`config.mk`:
```
export PLATFORM = sky130hd
export DESIGN_NAME = text_control_code_decoder
export DESIGN_NICKNAME = d
export VERILOG_FILES = /design/src/rtl/tcd_pkg.sv /design/src/rtl/text_control_code_decoder.sv
export SDC_FILE = /design/constraint.sdc
export NUM_CORES = 1
export LEC_CHECK = 0
export BUFFER_PORTS_ARGS = -buffer_cell sky130_fd_sc_hd__buf_2
export CAP_MARGIN = 20
export CORE_AREA = 2 2 106 108
export DETAILED_ROUTE_END_ITERATION = 10
export DIE_AREA = 0 0 108 110
export PLACE_DENSITY = 0.79
export SKIP_CTS_REPAIR_TIMING = 1
export SLEW_MARGIN = 20
export SYNTH_ARGS = -nofsm -noshare
export SYNTH_HDL_FRONTEND = slang
export SYNTH_SLANG_ARGS = --single-unit
```
`constraint.sdc`:
```
create_clock -name clock -period 7.55 [get_ports clock]
set_clock_uncertainty 0.2 [all_clocks]
set_input_delay 0.3775 -clock clock [delete_from_list [all_inputs] [get_ports clock]]
set_output_delay 0.3775 -clock clock [all_outputs]
set_load 0.01 [all_outputs]
```
`src/rtl/tcd_pkg.sv`:
```
// ----------------------------------------------------------------------------
// tcd_pkg
// Codes and types for the text control code decoder: parse phases, lead
// bytes, token codes, result kinds and the result record.
// ----------------------------------------------------------------------------
package tcd_pkg;

   localparam int PHASE_W = 3;

   localparam logic [PHASE_W-1:0] PH_LEAD   = 3'd0;
   localparam logic [PHASE_W-1:0] PH_ARG1   = 3'd1;
   localparam logic [PHASE_W-1:0] PH_ARG2   = 3'd2;
   localparam logic [PHASE_W-1:0] PH_IDX_HI = 3'd3;
   localparam logic [PHASE_W-1:0] PH_IDX_LO = 3'd4;

   localparam logic [7:0] LEAD_END    = 8'h00;
   localparam logic [7:0] LEAD_SELECT = 8'h01;
   localparam logic [7:0] LEAD_MODE   = 8'h02;
   localparam logic [7:0] LEAD_WORD   = 8'h03;
   localparam logic [7:0] LEAD_CTRL   = 8'h04;
   localparam logic [7:0] LEAD_VALUE  = 8'h05;
   localparam logic [7:0] LEAD_PUSH   = 8'h06;
   localparam logic [7:0] LEAD_JUMP   = 8'h07;
   localparam logic [7:0] LEAD_ARG8   = 8'h08;
   localparam logic [7:0] LEAD_ARG9   = 8'h09;
   localparam logic [7:0] LEAD_BREAK  = 8'h0A;
   localparam logic [7:0] LEAD_PAGE_B = 8'h0B;
   localparam logic [7:0] LEAD_PAGE_C = 8'h0C;
   localparam logic [7:0] LEAD_PAGE_D = 8'h0D;
   localparam logic [7:0] LEAD_PAGE_E = 8'h0E;
   localparam logic [7:0] LEAD_PAGE_F = 8'h0F;
   localparam logic [7:0] GLYPH_MIN   = 8'h10;

   localparam logic [7:0] ARG_NONE     = 8'hFF;
   localparam logic [7:0] ARG_NEXT     = 8'h10;
   localparam logic [7:0] ARG_FLAG_LO  = 8'h14;
   localparam logic [7:0] ARG_FLAG_HI  = 8'h15;
   localparam logic [7:0] ARG_SUB_MAX  = 8'h13;
   localparam logic [7:0] ARG_SUB_BIAS = 8'h0F;
   localparam logic [7:0] ARG_SEL_LIM  = 8'h0B;
   localparam logic [7:0] ARG_SLOT_MAX = 8'h04;
   localparam logic [7:0] ARG_IDX      = 8'h05;

   localparam logic [10:0] CODE_END      = 11'h000;
   localparam logic [10:0] CODE_BREAK    = 11'h001;
   localparam logic [10:0] CODE_CTRL_DEF = 11'h004;
   localparam logic [10:0] CODE_SEL_LO   = 11'h005;
   localparam logic [10:0] CODE_SEL_HI   = 11'h006;
   localparam logic [10:0] CODE_MODE     = 11'h007;
   localparam logic [10:0] CODE_WORD     = 11'h008;
   localparam logic [10:0] CODE_CTRL_LO  = 11'h009;
   localparam logic [10:0] CODE_CTRL_NXT = 11'h00A;
   localparam logic [10:0] CODE_FLAG     = 11'h00B;
   localparam logic [10:0] CODE_VALUE    = 11'h00C;
   localparam logic [10:0] CODE_ARG8     = 11'h00D;
   localparam logic [10:0] CODE_ARG9     = 11'h00E;
   localparam logic [10:0] GLYPH_BASE    = 11'h100;
   localparam logic [10:0] PAGE_B_BASE   = 11'h400;
   localparam logic [10:0] PAGE_C_BASE   = 11'h700;
   localparam logic [10:0] PAGE_D_BASE   = 11'h500;
   localparam logic [10:0] PAGE_E_BASE   = 11'h600;
   localparam logic [10:0] PAGE_F_BASE   = 11'h300;

   localparam logic [2:0] KIND_TOKEN    = 3'd0;
   localparam logic [2:0] KIND_PUSH_VAR = 3'd1;
   localparam logic [2:0] KIND_PUSH_IDX = 3'd2;
   localparam logic [2:0] KIND_JUMP     = 3'd3;
   localparam logic [2:0] KIND_POP      = 3'd4;

   typedef struct packed {
      logic [2:0]  kind;
      logic [10:0] token_code;
      logic [15:0] param_value;
      logic [15:0] aux_value;
      logic [7:0]  lead_byte;
      logic        push_ok;
      logic [2:0]  nest_depth;
   } tcd_rsp_type;

endpackage

```
`src/rtl/text_control_code_decoder.sv`:
```
// ----------------------------------------------------------------------------
// text_control_code_decoder
// Parses text-script bytes into tokens and string stack requests.
//
//   channel | dir | tdata                           | tuser
//   req     | in  | data_byte                       | command
//   rsp     | out | token_code, param_value,        | kind
//           |     | aux_value, lead_byte, push_ok,  |
//           |     | nest_depth                      |
//
// One item per cycle sustained while results are not stalled; a result is
// registered from its item in the input register into the result register.
// The parse state and stack depth update in the decode stage between them.
// Reset is synchronous; afterwards the stack is inactive and every data
// byte decodes as an end token until a new string is started.
// A stalled result holds the decode stage only for items that give a result.
// ----------------------------------------------------------------------------
module text_control_code_decoder
   import tcd_pkg::*;
#(
   parameter int NEST_LEVELS = 8
) (
   input  logic        clock,
   input  logic        reset,
   input  logic        req_tvalid,
   output logic        req_tready,
   input  logic [7:0]  req_tdata,   // [7:0] data_byte
   input  logic        req_tuser,   // [0] command
   output logic        rsp_tvalid,
   input  logic        rsp_tready,
   output logic [55:0] rsp_tdata,   // [10:0] token_code, [26:11] param_value,
                                    // [42:27] aux_value, [50:43] lead_byte,
                                    // [51] push_ok, [54:52] nest_depth, [55] 0
   output logic [2:0]  rsp_tuser    // [2:0] kind
);

   localparam int DEPTH_W = (NEST_LEVELS > 2) ? $clog2(NEST_LEVELS) : 1;
   localparam logic [DEPTH_W-1:0] DEPTH_FULL = DEPTH_W'(NEST_LEVELS - 2);

   logic               in_valid_ff;
   logic               in_cmd_ff;
   logic [7:0]         in_byte_ff;

   logic [PHASE_W-1:0] phase_ff,  phase_in;
   logic [7:0]         lead_ff,   lead_in;
   logic [7:0]         arg_ff,    arg_in;
   logic [DEPTH_W-1:0] depth_ff,  depth_in;
   logic               active_ff, active_in;
   logic [15:0]        param_ff,  param_in;

   logic               rsp_valid_ff;
   tcd_rsp_type        rsp_ff, rsp_in;
   logic               emit;
   logic               fire;

   logic               push_ok;
   logic [DEPTH_W-1:0] push_depth;
   logic [7:0]         b;
   logic [15:0]        word;
   logic [DEPTH_W+2:0] depth_wide;

   assign b    = in_byte_ff;
   assign word = {arg_ff, in_byte_ff};

   always_comb begin
      push_ok    = !(active_ff && (depth_ff > DEPTH_FULL));
      push_depth = (active_ff && push_ok) ? depth_ff + DEPTH_W'(1) : depth_ff;
   end

   always_comb begin
      phase_in  = phase_ff;
      lead_in   = lead_ff;
      arg_in    = arg_ff;
      depth_in  = depth_ff;
      active_in = active_ff;
      param_in  = param_ff;
      emit      = 1'b0;
      rsp_in    = '0;
      rsp_in.kind = KIND_TOKEN;

      if (!in_cmd_ff) begin
         phase_in  = PH_LEAD;
         lead_in   = '0;
         arg_in    = '0;
         depth_in  = '0;
         active_in = 1'b1;
         param_in  = '0;
      end else begin
         case (phase_ff)
            PH_LEAD: begin
               if (!active_ff) begin
                  lead_in = LEAD_END;
                  emit    = 1'b1;
                  rsp_in.token_code = CODE_END;
               end else begin
                  lead_in = b;
                  if (b == LEAD_END) begin
                     emit = 1'b1;
                     if (depth_ff != '0) begin
                        depth_in    = depth_ff - DEPTH_W'(1);
                        rsp_in.kind = KIND_POP;
                     end else begin
                        active_in = 1'b0;
                        rsp_in.token_code = CODE_END;
                     end
                  end else if (b == LEAD_BREAK) begin
                     emit = 1'b1;
                     rsp_in.token_code = CODE_BREAK;
                  end else if (b >= GLYPH_MIN) begin
                     emit = 1'b1;
                     rsp_in.token_code = 11'(b) + GLYPH_BASE;
                  end else begin
                     phase_in = PH_ARG1;
                  end
               end
            end
            PH_ARG1: begin
               phase_in = PH_LEAD;
               emit     = 1'b1;
               case (lead_ff)
                  LEAD_SELECT: begin
                     param_in = 16'(b);
                     rsp_in.token_code = (b < ARG_SEL_LIM) ? CODE_SEL_LO : CODE_SEL_HI;
                  end
                  LEAD_MODE: begin
                     param_in = 16'(b);
                     rsp_in.token_code = CODE_MODE;
                  end
                  LEAD_ARG8: begin
                     param_in = 16'(b);
                     rsp_in.token_code = CODE_ARG8;
                  end
                  LEAD_ARG9: begin
                     param_in = 16'(b);
                     rsp_in.token_code = CODE_ARG9;
                  end
                  LEAD_CTRL: begin
                     if (b == ARG_NEXT) begin
                        emit     = 1'b0;
                        arg_in   = b;
                        phase_in = PH_ARG2;
                     end else if (b == ARG_FLAG_LO || b == ARG_FLAG_HI) begin
                        param_in = 16'(b - ARG_FLAG_LO);
                        rsp_in.token_code = CODE_FLAG;
                     end else begin
                        param_in = 16'(b);
                        if (b < GLYPH_MIN) begin
                           rsp_in.token_code = CODE_CTRL_LO;
                        end else if (b <= ARG_SUB_MAX) begin
                           rsp_in.token_code = 11'(b - ARG_SUB_BIAS);
                        end else begin
                           rsp_in.token_code = CODE_CTRL_DEF;
                        end
                     end
                  end
                  LEAD_VALUE: begin
                     if (b == ARG_NONE) begin
                        rsp_in.token_code = CODE_VALUE;
                     end else begin
                        emit     = 1'b0;
                        arg_in   = b;
                        phase_in = PH_ARG2;
                     end
                  end
                  LEAD_PUSH: begin
                     if (b <= ARG_SLOT_MAX) begin
                        depth_in  = push_depth;
                        active_in = 1'b1;
                        rsp_in.kind        = KIND_PUSH_VAR;
                        rsp_in.param_value = 16'(b);
                        rsp_in.lead_byte   = LEAD_PUSH;
                        rsp_in.push_ok     = push_ok;
                     end else begin
                        emit = 1'b0;
                        if (b == ARG_IDX) begin
                           phase_in = PH_IDX_HI;
                        end
                     end
                  end
                  LEAD_PAGE_B: rsp_in.token_code = PAGE_B_BASE | 11'(b);
                  LEAD_PAGE_C: rsp_in.token_code = PAGE_C_BASE | 11'(b);
                  LEAD_PAGE_D: rsp_in.token_code = PAGE_D_BASE | 11'(b);
                  LEAD_PAGE_E: rsp_in.token_code = PAGE_E_BASE | 11'(b);
                  LEAD_PAGE_F: rsp_in.token_code = PAGE_F_BASE | 11'(b);
                  default: begin
                     emit     = 1'b0;
                     arg_in   = b;
                     phase_in = PH_ARG2;
                  end
               endcase
            end
            PH_ARG2: begin
               phase_in = PH_LEAD;
               emit     = 1'b1;
               if (lead_ff == LEAD_WORD) begin
                  param_in = word;
                  rsp_in.token_code = CODE_WORD;
               end else if (lead_ff == LEAD_CTRL) begin
                  param_in = 16'(b);
                  rsp_in.token_code = CODE_CTRL_NXT;
               end else if (lead_ff == LEAD_VALUE) begin
                  rsp_in.token_code = CODE_VALUE;
                  rsp_in.aux_value  = word;
               end else begin
                  depth_in  = '0;
                  active_in = 1'b1;
                  rsp_in.kind        = KIND_JUMP;
                  rsp_in.param_value = word;
                  rsp_in.lead_byte   = LEAD_JUMP;
                  rsp_in.push_ok     = 1'b1;
               end
            end
            PH_IDX_HI: begin
               arg_in   = b;
               phase_in = PH_IDX_LO;
            end
            PH_IDX_LO: begin
               phase_in  = PH_LEAD;
               emit      = 1'b1;
               depth_in  = push_depth;
               active_in = 1'b1;
               rsp_in.kind        = KIND_PUSH_IDX;
               rsp_in.param_value = word;
               rsp_in.lead_byte   = LEAD_PUSH;
               rsp_in.push_ok     = push_ok;
            end
            default: phase_in = PH_LEAD;
         endcase
      end

      if (rsp_in.kind == KIND_TOKEN) begin
         rsp_in.param_value = param_in;
         rsp_in.lead_byte   = lead_in;
      end
      depth_wide        = {3'b000, depth_in};
      rsp_in.nest_depth = depth_wide[2:0];
   end

   assign fire       = in_valid_ff && (!rsp_valid_ff || rsp_tready || !emit);
   assign req_tready = !in_valid_ff || fire;

   always_ff @(posedge clock) begin
      if (reset) begin
         in_valid_ff <= 1'b0;
      end else if (req_tready) begin
         in_valid_ff <= req_tvalid;
      end
      if (req_tvalid && req_tready) begin
         in_cmd_ff  <= req_tuser;
         in_byte_ff <= req_tdata;
      end
   end

   always_ff @(posedge clock) begin
      if (reset) begin
         phase_ff  <= PH_LEAD;
         lead_ff   <= '0;
         arg_ff    <= '0;
         depth_ff  <= '0;
         active_ff <= 1'b0;
         param_ff  <= '0;
      end else if (fire) begin
         phase_ff  <= phase_in;
         lead_ff   <= lead_in;
         arg_ff    <= arg_in;
         depth_ff  <= depth_in;
         active_ff <= active_in;
         param_ff  <= param_in;
      end
   end

   always_ff @(posedge clock) begin
      if (reset) begin
         rsp_valid_ff <= 1'b0;
      end else if (fire && emit) begin
         rsp_valid_ff <= 1'b1;
      end else if (rsp_tready) begin
         rsp_valid_ff <= 1'b0;
      end
      if (fire && emit) begin
         rsp_ff <= rsp_in;
      end
   end

   assign rsp_tvalid = rsp_valid_ff;
   assign rsp_tuser  = rsp_ff.kind;
   assign rsp_tdata  = {1'b0, rsp_ff.nest_depth, rsp_ff.push_ok, rsp_ff.lead_byte,
                        rsp_ff.aux_value, rsp_ff.param_value, rsp_ff.token_code};

   a_depth_bound: assert property (@(posedge clock) disable iff (reset)
      depth_ff <= DEPTH_W'(NEST_LEVELS - 1))
      else $error("stack depth beyond nest levels");

   a_phase_legal: assert property (@(posedge clock) disable iff (reset)
      phase_ff <= PH_IDX_LO)
      else $error("parse phase out of range");

   a_ok_kind: assert property (@(posedge clock) disable iff (reset)
      rsp_valid_ff && rsp_ff.push_ok |->
         rsp_ff.kind == KIND_PUSH_VAR || rsp_ff.kind == KIND_PUSH_IDX ||
         rsp_ff.kind == KIND_JUMP)
      else $error("push_ok on a result that is no push");

   a_jump_base: assert property (@(posedge clock) disable iff (reset)
      rsp_valid_ff && rsp_ff.kind == KIND_JUMP |->
         rsp_ff.push_ok && rsp_ff.nest_depth == 3'd0)
      else $error("jump not at base of stack");

   a_stall_hold: assert property (@(posedge clock) disable iff (reset)
      in_valid_ff && emit && rsp_valid_ff && !rsp_tready |=> $stable(phase_ff))
      else $error("decode advanced while result stalled");

endmodule
```
==> flow_metrics.py <==
metrics = {
    "status": {
        "status": "completed",
    },
    "placed_design": {
        "gp_congestion": 0.975,
        "io_buffer_count": 72,
        "hpwl_um": 12000,
        "preCtsSetupSlack_ns": 3.36,
    },
    "critical_path": {
        "cp-start-kind": "flip-flop",
        "crit_path_cell_trace": "buf_4, clkinv_1, a211oi_1, o31ai_4, a31oi_1, nand2_1, a21oi_1, a2bb2o_1",
        "crit_family": "compound AO/OA/AOI/OAI gates",
        "cp-end-kind": "flip-flop",
        "crit_fanout": 36,
        "slowest_stage": "a21oi_1",
        "crit_buf_inv": 2,
        "critPathRequiredTime_ns": 7.67,
        "rr_worst_depth": 8,
        "critical_path_cell_count": 8,
        "crit_arrival_ns": 4.47,
        "regToRegSetupSlack_ns": 3.20,
        "critical_path_class": "flip-flop to flip-flop",
        "cpPeakStageDelay_ns": 0.93,
    },
    "cts": {
        "clk_path_buf_depth": 2,
        "clk_pin_slew_ns": 0.12,
        "cts_root_buf": "clkbuf_8",
        "h-tree-depth": 3,
        "cts_tree": "yes",
        "insertion_delay_ns": 0.39,
        "cts_buffers": 9,
        "cts.sinks": 108,
    },
    "yosys": {
        "syn_nets": 640,
        "synth_top_family_by_area": "simple AND/OR/NAND/NOR gates",
        "netlist_area_um2": 5810,
        "synth_compound_area_share_pct": 18.6,
        "synth_top_area_share_pct": 34.6,
        "synth_seq_cells": 108,
        "yosys-top-cells-area": "edfxtp_1, dfxtp_1, nand2_1, a21oi_1, nor2_1",
        "synth_simple_gate_area_share_pct": 23.2,
        "synth_xor_area_share_pct": 0.603,
        "avgSynthCellArea_um2": 9.45,
        "synth_top_area_cell": "edfxtp_1",
        "synthFlopType": "edfxtp_1",
        "synth_enable_flop_cells": 67,
        "yosysUniqueCellTypes": 74,
        "synth_warnings": 0,
        "async_flop_share_pct": 0,
        "synth_adder_area_share_pct": 2.58,
        "synthMuxAreaShare_pct": 1.42,
        "synth_cells": 615,
        "seq_area_frac_synth_pct": 48.7,
    },
    "run": {
        "cap_violations": 0,
    },
    "routing": {
        "drtIter0Drc": 350,
        "vias_per_cell": 6.22,
        "drc_errors": 0,
        "wl_per_cell_um": 20.4,
        "routed_wl_um": 16700,
        "vias": 5073,
        "first_pass_iters": 5,
        "antenna_left": 0,
    },
    "floorplan": {
        "ioPinCount": 74,
        "die_area_um2": 11900,
        "die_w_um": 108,
        "core_um2": 10700,
        "floorplan.initialDensity_pct": 54.3,
        "rows": 38,
        "die_h_um": 110,
    },
    "timing": {
        "tns_ns": 0,
        "final-setup-viol-count": 0,
        "rsz0062_at_grt": "false",
        "setup_ws_ns": 3.20,
        "finalMaxSlewViolations": 0,
        "relSlewSlack_pct": 22.9,
        "fin_hold_ws_ns": 0.0167,
        "clock.fmax_ghz": 0.230,
        "finalCritPeriodShare_pct": 57.6,
        "period_minus_slack_ns": 4.35,
        "hold_violations": 0,
        "worst_pin_slew_ns": 1.16,
    },
    "grt": {
        "grt_pass1_vias": 4662,
        "grt_pass1_wl_um": 25500,
        "antenna_found_initial": 0,
        "grt_usage_pct": 28.6,
        "grt_max_degree": 37,
        "grt-ovfl-total": 0,
    },
    "layout": {
        "nNetsFinal": 695,
        "drive_gt1_share_pct": 16.7,
        "layout_commonest_cell": "nand2_1",
        "syn2layout_area_growth_pct": 11.7,
        "num_antenna_cells": 0,
        "mostFrequentLayoutCells": "nand2_1, buf_2, edfxtp_1",
    },
    "power": {
        "cellPowerDensity_nw_per_um2": 174,
        "irDropWorstVdd_mv": 0.102,
        "p_leak_nw": 2.42,
        "power_mw": 1.13,
    },
    "worst_hold_path": {
        "min_path_type": "input pin to flip-flop",
        "min_path_cells": 3,
    },
}
## worst reg2reg max path, cell delays in order (launching register included)
cell and delay [ns]:
edfxtp_1 0.34, buf_4 0.38, clkinv_1 0.66, a211oi_1 0.62, o31ai_4 0.22, a31oi_1 0.25, nand2_1 0.41, a21oi_1 0.94
a2bb2o_1 0.27
## per-layer routing
layer / share of wire (%) / track usage, % / up-vias
met2: 46 / 45.8 / 263
met3: 7.5 / 4.47 / 48
met1: 43 / 38.8 / 2415
li1: - / - / 2347
met4: 3.3 / 12.3 / 0
met5: 0 / 0 / -
## synthesized netlist by cell type, types with 4 or more instances
master	instances
a211oi_1	5
a21o_1	12
a21oi_1	41
a22o_1	4
a2bb2o_1	8
and2_1	22
buf_2	11
buf_4	4
clkbuf_1	21
dfxtp_1	41
edfxtp_1	67
ha_1	12
inv_1	21
mux2i_1	6
nand2_1	91
nand2b_1	7
nand3_1	27
nand3b_1	6
nand4_1	11
nor2_1	50
nor2b_1	7
nor3_1	19
nor4_1	4
nor4b_1	4
o211ai_1	6
o21ai_0	26
o22ai_1	5
o2bb2ai_1	7
## path summary, 6_finish.rpt
kind | start | endpoint
setup / recovery | in_cmd_ff | param_ff[12]
hold / removal | req_tvalid | in_valid_ff
setup reg to reg | in_cmd_ff | param_ff[12]
hold reg to reg | param_ff[10] | param_ff[10]
## power by group
part           leakage (nW)  switching (mW)  total (mW)  internal, mW
Combinational          1.36          0.0727       0.106        0.0334
Sequential            0.964          0.0180       0.661         0.643
Clock                0.0987           0.217       0.363         0.146
## cells by family after synthesis
logic type,after synthesis
flops,108
other cells,1
simple gates,267
mux,8
buf+inv,63
xor+xnor,4
fa+ha+maj,12
compound gates,152
## area by class of cell
type / count / area (µm²)
Clock inverter: 6 / 56.3
Timing Repair Buffer: 85 / 480
Inverter: 22 / 82.6
Sequential cell: 108 / 2830
Tap cell: 140 / 175
Clock buffer: 10 / 149
Fill cell: 949 / 4210
Multi-Input combinational cell: 444 / 2720
## registers in the layout, indices dropped and copies added, names as in the netlist, 3 cells and up
| signal | count |
|---|---|
| rsp_tdata | 55 |
| param_ff | 16 |
| arg_ff | 8 |
| b | 8 |
| lead_ff | 8 |
| depth_ff | 3 |
| phase_ff | 3 |
| rsp_tuser | 3 |
## stage by stage
stage | instance area (µm²) | util (%) | std cells
after CTS | 6400 | 59.8 | 806
after global routing | 6490 | 60.7 | 815
after global placement | 6190 | 57.9 | 790
after detailed placement | 6200 | 57.9 | 790
final | 6490 | 60.7 | 815
after floorplan | 5810 | - | 615
Power figures use the tool's default switching activity.
